--- config.mk ---
export PLATFORM = sky130hd
export DESIGN_NAME = secded_ecc_encode_decode
export DESIGN_NICKNAME = d
export VERILOG_FILES = /design/src/rtl/secded_pkg.sv /design/src/rtl/secded_codec.sv /design/src/rtl/secded_ecc_encode_decode.sv
export SDC_FILE = /design/constraint.sdc
export NUM_CORES = 1
export LEC_CHECK = 0
export ABC_AREA = 0
export BUFFER_PORTS_ARGS = -buffer_cell sky130_fd_sc_hd__buf_2
export CORE_ASPECT_RATIO = 1.4
export CORE_UTILIZATION = 35
export CTS_CLUSTER_DIAMETER = 80
export DETAILED_ROUTE_END_ITERATION = 7
export PLACE_DENSITY = 0.56
export SYNTH_ARGS = -nofsm -noshare
export SYNTH_HDL_FRONTEND = slang
export SYNTH_SLANG_ARGS = --single-unit
--- constraint.sdc ---
create_clock -name clock -period 27.4 [get_ports clock]
set_input_delay 5.48 -clock clock [delete_from_list [all_inputs] [get_ports clock]]
set_output_delay 5.48 -clock clock [all_outputs]
set_load 0.03 [all_outputs]
--- src/rtl/secded_pkg.sv ---
`default_nettype none

package secded_pkg;

   localparam int DataBits  = 64;
   localparam int CheckBits = 8;
   localparam int WidthBits = 7;
   localparam int EwBits    = 4;
   localparam int PosBits   = 7;
   localparam int TableLen  = 72;
   localparam int MaskCount = 7;

   typedef enum logic {
      OP_ENCODE = 1'b0,
      OP_CHECK  = 1'b1
   } opcode_type;

   typedef enum logic [1:0] {
      STATUS_NONE          = 2'd0,
      STATUS_SINGLE        = 2'd1,
      STATUS_UNCORRECTABLE = 2'd2
   } status_type;

   typedef struct packed {
      opcode_type            opcode;
      logic [DataBits-1:0]   data_word;
      logic [CheckBits-1:0]  check_bits;
   } req_type;

   typedef struct packed {
      logic [CheckBits-1:0]  code_bits;
      status_type            status;
      logic [PosBits-1:0]    error_position;
   } rsp_type;

   typedef struct packed {
      logic [WidthBits-1:0]  data_width;
      logic [EwBits-1:0]     check_width;
   } cfg_type;

   localparam logic [DataBits-1:0] ParityMask [MaskCount] = '{
      64'hab55555556aaad5b,
      64'hcd9999999b33366d,
      64'hf1e1e1e1e3c3c78e,
      64'h01fe01fe03fc07f0,
      64'h01fffe0003fff800,
      64'h01fffffffc000000,
      64'hfe00000000000000
   };

   // zero: no flip; negative -k: check bit k-1; positive p: data bit position p
   localparam logic signed [7:0] PosTable [TableLen] = '{
       8'sd0,  -8'sd1,  -8'sd2,  8'sd1, -8'sd3,  8'sd2,  8'sd3,  8'sd4,
      -8'sd4,  8'sd5,  8'sd6,  8'sd7,  8'sd8,  8'sd9,  8'sd10, 8'sd11,
      -8'sd5,  8'sd12, 8'sd13, 8'sd14, 8'sd15, 8'sd16, 8'sd17, 8'sd18,
       8'sd19, 8'sd20, 8'sd21, 8'sd22, 8'sd23, 8'sd24, 8'sd25, 8'sd26,
      -8'sd6,  8'sd27, 8'sd28, 8'sd29, 8'sd30, 8'sd31, 8'sd32, 8'sd33,
       8'sd34, 8'sd35, 8'sd36, 8'sd37, 8'sd38, 8'sd39, 8'sd40, 8'sd41,
       8'sd42, 8'sd43, 8'sd44, 8'sd45, 8'sd46, 8'sd47, 8'sd48, 8'sd49,
       8'sd50, 8'sd51, 8'sd52, 8'sd53, 8'sd54, 8'sd55, 8'sd56, 8'sd57,
      -8'sd7,  8'sd58, 8'sd59, 8'sd60, 8'sd61, 8'sd62, 8'sd63, 8'sd64
   };

   localparam logic [WidthBits-1:0] WidthMin   = 7'd1;
   localparam logic [WidthBits-1:0] WidthMax   = 7'd64;
   localparam logic [WidthBits-1:0] WidthReset = 7'd64;
   localparam logic [EwBits-1:0]    EwReset    = 4'd8;

   // clamp a raw width into 1..64
   function automatic logic [WidthBits-1:0] clamp_width(input logic [WidthBits-1:0] raw);
      logic [WidthBits-1:0] w;
      w = raw;
      if (raw < WidthMin) w = WidthMin;
      if (raw > WidthMax) w = WidthMax;
      return w;
   endfunction

   // Hamming bits for the width plus one overall parity bit
   function automatic logic [EwBits-1:0] check_width_of(input logic [WidthBits-1:0] dw);
      int e;
      e = 0;
      for (int k = 0; k < 8; k++) begin
         if ((1 << e) < int'(dw) + 1) e++;
      end
      if (e + int'(dw) >= (1 << e)) e++;
      return EwBits'(e + 1);
   endfunction

endpackage

`default_nettype wire

--- src/rtl/secded_codec.sv ---
`default_nettype none

module secded_codec (
   input  wire secded_pkg::cfg_type cfg,
   input  wire secded_pkg::req_type req,
   output secded_pkg::rsp_type      rsp
);
   import secded_pkg::*;

   logic [MaskCount-1:0]  low_enable;
   logic [MaskCount-1:0]  low_parity;
   logic [CheckBits-1:0]  code;
   logic [2:0]            top_index;
   logic                  overall;
   logic                  rx_parity;
   logic [MaskCount-1:0]  syndrome;
   logic signed [7:0]     entry;
   logic [PosBits-1:0]    neg_entry;

   always_comb begin
      for (int i = 0; i < MaskCount; i++) begin
         low_enable[i] = (i < int'(cfg.check_width) - 1);
         low_parity[i] = low_enable[i] & (^(req.data_word & ParityMask[i]));
      end
      overall   = (^low_parity) ^ (^req.data_word);
      top_index = 3'(cfg.check_width - 4'd1);
      code = {1'b0, low_parity};
      code[top_index] = overall;
   end

   always_comb begin
      rx_parity = (^req.check_bits) ^ (^req.data_word);
      syndrome  = (req.check_bits[MaskCount-1:0] ^ code[MaskCount-1:0]) & low_enable;
      entry     = (int'(syndrome) < TableLen) ? PosTable[syndrome] : 8'sd0;
      neg_entry = PosBits'(-entry);

      rsp.code_bits      = code;
      rsp.status         = STATUS_NONE;
      rsp.error_position = '0;
      if (req.opcode == OP_CHECK) begin
         if (int'(syndrome) >= TableLen) begin
            rsp.status = STATUS_UNCORRECTABLE;
         end else if (!rx_parity) begin
            rsp.status = (entry == 8'sd0) ? STATUS_NONE : STATUS_UNCORRECTABLE;
         end else begin
            rsp.status = STATUS_SINGLE;
            if (entry == 8'sd0) begin
               rsp.error_position = cfg.data_width + PosBits'(cfg.check_width);
            end else if (entry < 8'sd0) begin
               rsp.error_position = cfg.data_width + neg_entry;
            end else begin
               rsp.error_position = PosBits'(entry);
            end
         end
      end
   end

endmodule

`default_nettype wire

--- src/rtl/secded_ecc_encode_decode.sv ---
// A request taken into the input register moves on to the result register, where
// rsp_strobe is high for a single cycle with its result.
// Throughput: one request every cycle; the whole parity and table pass fits between the
// input register and the result register, so busy stays low.
// The receiver cannot stall, so no result is ever held back.
// Synchronous reset clears the valid flags and sets the data width to 64 (check width 8).
`default_nettype none

module secded_ecc_encode_decode (
   input  wire                  clock,
   input  wire                  reset,
   input  wire                  start,
   output logic                 busy,
   input  wire secded_pkg::req_type req_payload,
   output logic                 rsp_strobe,
   output secded_pkg::rsp_type  rsp_payload,
   input  wire                  csr_write_enable,
   input  wire [6:0]            csr_write_data
);
   import secded_pkg::*;

   // configuration: clamped width and its check width, worked out at write time
   cfg_type cfg_ff, cfg_in;

   // input stage
   logic    req_valid_ff, req_valid_in;
   req_type req_ff;

   // result stage
   logic    rsp_valid_ff, rsp_valid_in;
   rsp_type rsp_ff, rsp_result;

   // Never stall: a request can enter every cycle
   assign busy = 1'b0;

   always_comb begin
      cfg_in = cfg_ff;
      if (csr_write_enable) begin
         cfg_in.data_width  = clamp_width(csr_write_data);
         cfg_in.check_width = check_width_of(clamp_width(csr_write_data));
      end
   end

   always_ff @(posedge clock) begin
      if (reset) begin
         cfg_ff.data_width  <= WidthReset;
         cfg_ff.check_width <= EwReset;
      end else begin
         cfg_ff <= cfg_in;
      end
   end

   // Capture the request; payload needs no reset
   assign req_valid_in = start & ~busy;

   always_ff @(posedge clock) begin
      if (reset) begin
         req_valid_ff <= 1'b0;
      end else begin
         req_valid_ff <= req_valid_in;
      end
   end

   always_ff @(posedge clock) begin
      if (req_valid_in) begin
         req_ff <= req_payload;
      end
   end

   // Encode, recompute syndrome and look up the position in one pass
   secded_codec u_codec (
      .cfg (cfg_ff),
      .req (req_ff),
      .rsp (rsp_result)
   );

   // Advance into the result register; strobe for one cycle only
   assign rsp_valid_in = req_valid_ff;

   always_ff @(posedge clock) begin
      if (reset) begin
         rsp_valid_ff <= 1'b0;
      end else begin
         rsp_valid_ff <= rsp_valid_in;
      end
   end

   always_ff @(posedge clock) begin
      if (rsp_valid_in) begin
         rsp_ff <= rsp_result;
      end
   end

   assign rsp_strobe  = rsp_valid_ff;
   assign rsp_payload = rsp_ff;

   // An encode request never reports an error
   assert property (@(posedge clock) disable iff (reset)
      req_valid_ff && (req_ff.opcode == OP_ENCODE) |=>
         (rsp_payload.status == STATUS_NONE) && (rsp_payload.error_position == '0))
      else $error("encode result carries an error report");

   // A strobe follows in the cycle after a request is held in the input stage
   assert property (@(posedge clock) disable iff (reset)
      rsp_strobe == $past(req_valid_ff))
      else $error("result strobe out of step with input stage");

   // Only a single-error result carries a position
   assert property (@(posedge clock) disable iff (reset)
      rsp_strobe && (rsp_payload.status != STATUS_SINGLE) |-> rsp_payload.error_position == '0)
      else $error("position reported without a single error");

   // A single-error result always names a position
   assert property (@(posedge clock) disable iff (reset)
      rsp_strobe && (rsp_payload.status == STATUS_SINGLE) |-> rsp_payload.error_position != '0)
      else $error("single error reported without a position");

endmodule

`default_nettype wire

After elaboration in Yosys (flattened, before gate mapping)
Memories as Yosys holds them, arrays and structs flattened.
Index checks and enable logic that the tools add are counted.

storage, ports and cells
  register bits after elaboration = 103
  ROM bits = 1024
  input port bits = 84
  logic and storage cells = 120
  memories = 1

operators by class
  add/subtract/negate cells = 16
  magnitude comparators = 24
  shift operators = 8
  muxes and demuxes = 32
  bitwise gates (word level) = 14
  reductions and logical operators = 14

memories
  memory           depth  width  rd ports  clocked after Yosys merged registers in  write ports  RTL line            source
  (no name shown)  128    8      1         0                                        0            secded_codec.sv:34  entry = (int'(syndrome) < TableLen) ? PosTable[syndrome] : 8'sd0;

operators by type and width
  operator               number
  $reduce_xor 64->1      8
  $mux 32                15
  $shl 1x32->32 const A  8
  $add 32x2->32 const B  7
  $lt 32x32->1           6
  $mux 7                 5
  $add 32x8->32          1
  $ge 32x32->1           1
  $lt 2x32->1 const A    1
  $lt 32x9->1            1
  $mux 8                 3
  $lt 4x5->1 const A     3
  $lt 3x5->1 const A     2
  $add 4x2->4 const B    2
  $add 7x1->8 const B    1
  $bwmux 8               1
  $ge 8x8->1 const B     1
  $logic_not 8->1        1
  $lt 8x1->1 const B     1
  $mux 4                 2
  $not 7->8              1
  $reduce_xor 8->1       1
  $add 7x4->7            1
  $add 7x7->7            1
  other kinds (23)       34

Longest topological paths before layout
  depth after elaboration = 41
  gate-level depth with buffers = 98

Cells and area by module
Synthesis repeated with hierarchy kept, for this count alone.

second synthesis, totals
  cell total of the unflattened synthesis = 955
  area, all modules = 9843.2 sq um

by module, submodules not included
  module                    instances  cells an instance  area an instance (sq um)
  secded_ecc_encode_decode  1          562                6424.9
  secded_codec              1          393                3418.3

Worst setup path after synthesis
No wires, ideal clock.

  path type = in2reg
  start point = in csr_write_data[1]
  end point = reg cfg_ff[2] (netlist bit)
  library setup time = 0.086 ns
  data arrival time = 23.557 ns
  data required time = 27.314 ns
  path slack = 3.758 ns
  stages on the path = 93
  cells stage by stage = nor3_1 > a21oi_1 > or2_2 > inv_1 > ha_1 > nand3_1 > mux2i_1 > and4b_1 > clkbuf_1 > and2_1 > nand2_1 > or2_2 > ha_1 > ha_1 > and4b_1 > o31a_1 > o311a_1 > buf_4 > [... 57 more ...] > fa_1 > a21oi_1 > nor2_1 > nor2_1 > o21bai_1 > a21oi_1 > xnor2_1 > ha_1 > nor2b_1 > o21ai_0 > nand2b_1 > a21oi_1 > nor2_1 > o21ai_0 > mux2_2 > ha_1 > xnor2_1 > a211oi_1

on the way
  word-level cells in the longest chain between the ends = 41

ends and longest elaborated chain
  item                                                   RTL line                        source
  start: declaration                                     secded_ecc_encode_decode.sv:18  input wire [6:0] csr_write_data
  $lt 7x1->1                                             secded_pkg.sv:73                if (raw < WidthMin) w = WidthMin;
  $mux 7                                                 secded_pkg.sv:73
  $mux 7 *                                               secded_pkg.sv:74                if (raw > WidthMax) w = WidthMax;
  $mux 7 *                                               secded_ecc_encode_decode.sv:38  if (csr_write_enable) begin
  $add 7x1->8                                            secded_pkg.sv:83                if ((1 << e) < int'(dw) + 1) e++;
  $lt 2x32->1                                            secded_pkg.sv:83
  $mux 1                                                 secded_pkg.sv:83
  $mux 32                                                secded_ecc_encode_decode.sv:38
  [... 25 more ...]                                      --
  $lt 32x9->1                                            secded_pkg.sv:83
  $mux 32                                                secded_pkg.sv:83
  $mux 32                                                secded_ecc_encode_decode.sv:38
  $add 32x8->32 / $shl 1x32->32 (equally long branches)  secded_pkg.sv:85                if (e + int'(dw) >= (1 << e)) e++;
  $ge 32x32->1                                           secded_pkg.sv:85
  $mux 4 *                                               secded_pkg.sv:85
  $mux 4 *                                               secded_ecc_encode_decode.sv:38
  $add 4x2->4 *                                          secded_pkg.sv:86                return EwBits'(e + 1);
  end signal: assignment                                 secded_ecc_encode_decode.sv:49  cfg_ff <= cfg_in;
  end: declaration                                       secded_ecc_encode_decode.sv:23  cfg_type cfg_ff, cfg_in;

Mark *: on every way between the ends. The rest lies on a longest branch, timed or not. The select of a mux whose other input is x is not followed.
A chain may end at the register's enable or synchronous reset.

Final worst setup path
Same ends and word-level chain as after synthesis.

==> impl_metrics.py <==
metrics = {
    "run_status": {
        "status": "completed",
    },
    "synth": {
        "synth_seq_cells": 103,
        "synth_area_per_cell_um2": 10.0,
        "synthArstFlopShare": 0,
        "ys.warnings.count": 0,
        "syn_inst": 941,
        "yosysUniqueCellTypes": 91,
        "yosys_most_used_dff": "edfxtp_1",
        "netlist_area_um2": 9440,
        "yosysSeqAreaShare": 0.314,
        "synth_enable_flop_cells": 90,
    },
    "critical_path": {
        "crit_top_cell": "ha_1",
        "path_buf_inv": 8,
        "crit_type": "input pin to flop",
        "critPathTopFamily": "compound AO/OA/AOI/OAI gates",
        "path_max_fanout": 17,
        "crit_path_start_kind": "input pin",
        "cp-end-kind": "flop",
        "cpMaxStageDelayCell": "a311oi_2",
        "critPathMaxStageDelay_ns": 0.60,
        "crit_arrival_ns": 25.89,
        "required_ns": 27.68,
    },
    "placement": {
        "dpl.hpwl_um": 18800,
        "port_buffers": 101,
        "place.gp.congestion": 0.869,
    },
    "sta": {
        "clock_skew_ns": 0.00860,
        "rsz0062_at_grt": "false",
        "tightest_slew_ns": 0.955,
        "fin_tns_setup_ns": 0,
        "setup_viol": 0,
        "min_period_ns": 25.62,
        "fmax_ghz": 0.0390,
        "slew_headroom": 0.363,
        "slew_viol_final": 0,
        "finalCritPeriodShare": 0.935,
        "hold_viol": 0,
    },
    "route": {
        "wire_per_inst_um": 17.0,
        "drt_pass1_iterations": 5,
        "ant_nets": 0,
        "dr_total_vias": 7233,
        "drc_errors": 0,
        "via_per_inst": 5.29,
        "routed_wl_um": 23300,
        "drt_iter0_drc": 438,
    },
    "finish": {
        "fillerInstances": 2580,
        "areaGrowthSynthToFinish_pct": 12.4,
        "multiInputGateArea_um2": 6210,
        "regArea_um2": 2960,
        "num-nets-final": 1218,
        "layout-drive-gt1-share": 0.159,
    },
    "global_routing": {
        "grt_pass1_vias": 7340,
        "grt-ovfl-total": 0,
        "grt_max_degree": 75,
        "track_usage": 0.174,
        "grt_pass1_wl_um": 37400,
        "antenna_found_initial": 1,
    },
    "floorplanning": {
        "die-area_um2": 27600,
        "design.portCount": 103,
        "coreArea_um2": 26300,
        "die_h_um": 196,
        "num_rows": 70,
        "initial_core_util": 0.359,
        "die_w_um": 141,
    },
    "clock_tree": {
        "cts_hold_buf": 0,
        "clk_pin_slew_ns": 0.07,
        "cts_made_buffers": 9,
        "tritoncts": "built",
        "clk_path_buf_depth": 2,
        "h-tree-depth": 3,
        "clock_latency_ns": 0.36,
        "clkSinkCount": 103,
        "cts-root-buf": "clkbuf_16",
    },
    "min_path": {
        "min_path_type": "flop to flop",
    },
    "flow_run": {
        "maxCapViolations": 0,
    },
}
==> cell type report <==
type | instances | share of cell area
multi-input combinational | 765 | 0.585
sequential | 103 | 0.279
timing repair buffer | 104 | 0.0500
tap | 324 | 0.0382
clock buffer | 9 | 0.0212
inverter | 54 | 0.0191
clock inverter | 7 | 0.00731
antenna | 1 | 0.000236
==> placed cells by master, fill, tap and decap left out, types with 22 or more instances in the layout <==
cell,instances
xnor2_1,105
buf_2,100
ha_1,94
edfxtp_1,90
nor2_1,66
nand2_1,57
inv_1,51
a21oi_1,38
xor2_1,30
o21ai_0,30
nand3_1,22
mux2i_1,22
==> final timing paths <==
path                    end  cells after the start               from  slack (ns)
max               cfg_ff[2]                     91  csr_write_data[1]        1.78
min               cfg_ff[7]                      2          cfg_ff[7]        0.55
max reg2reg  rsp_payload[6]                     24         req_ff[42]       19.96
min reg2reg       cfg_ff[7]                      2          cfg_ff[7]        0.55
==> kinds of logic after synthesis <==
logic type                 Yosys count  share of synthesized area
adders and majority gates           97                      0.131
xor gates and xnor gates           165                      0.191
other                                2                   0.000796
buffers and inverters               79                     0.0335
AOI/OAI and AO/OA                  193                      0.145
DFF                                103                      0.314
muxes                               35                     0.0398
and+or+nand+nor                    267                      0.145
==> cells in the mapped netlist, types with 18 or more instances <==
master | n | area share
ha_1 | 94 | 0.12
nand2b_1 | 21 | 0.014
xor2_1 | 30 | 0.028
edfxtp_1 | 90 | 0.29
nand2_1 | 57 | 0.023
o21ai_0 | 32 | 0.017
a21o_1 | 18 | 0.014
nand3_1 | 22 | 0.012
mux2i_1 | 23 | 0.024
nor2_1 | 66 | 0.026
xnor2_1 | 107 | 0.099
xnor3_1 | 21 | 0.050
inv_1 | 51 | 0.020
clkbuf_1 | 19 | 0.0076
a21oi_1 | 38 | 0.020
and2_1 | 20 | 0.013
nor2b_1 | 18 | 0.012
==> flip-flops by register name, indices dropped and copies added (netlist names) <==
register and count:
rsp_strobe 1, req_valid_ff 1, req_ff 73, rsp_payload 17
cfg_ff 11
==> worst register-to-register path, stage by stage, from the launching register on <==
cell	delay, ns
edfxtp_1	0.37
xnor3_1	0.45
xnor3_2	0.46
xnor3_1	0.44
xnor3_1	0.43
xor2_1	0.24
xnor3_2	0.51
xnor2_2	0.50
mux2i_1	0.23
xnor2_1	0.35
nand2_1	0.20
ha_1	0.37
a21boi_0	0.32
o31ai_1	0.10
mux2_2	0.31
a221oi_2	0.44
inv_1	0.09
ha_1	0.33
o21ai_0	0.09
nand2b_1	0.12
a21o_1	0.19
a21oi_1	0.16
xor2_1	0.21
xnor2_1	0.08
a211oi_1	0.27
==> layer usage <==
metal,up-vias,routed length [um],part of all wire,GRT usage
met3,31,692,0.030,0.0159
li1,3602,-,-,-
met1,3442,9230,0.40,0.190
met5,-,0,0,0
met4,0,637,0.027,0.0709
met2,158,12700,0.55,0.338
==> per-stage QoR <==
step           hold WS (ns)  setup WS [ns]  area, um2  utilization  std cells
2_1_floorplan         0.487           3.76       9460            -        947
3_3_place_gp          0.523           1.50      10300        0.391       1350
3_5_place_dp          0.533          0.942      10300        0.391       1350
4_1_cts               0.550           1.27      10600        0.403       1366
5_1_grt               0.574          0.131      10600        0.404       1367
6_report              0.551           1.78      10600        0.404       1367
==> timing repair <==
action | in CTS | in global routing
buffers inserted | 0 | 0
gates resized for setup | 0 | 6
setup endpoints to repair | 0 | 4
Power is not shown: default switching activity piles up to over one toggle a cycle in this logic, so the estimate is an artifact.
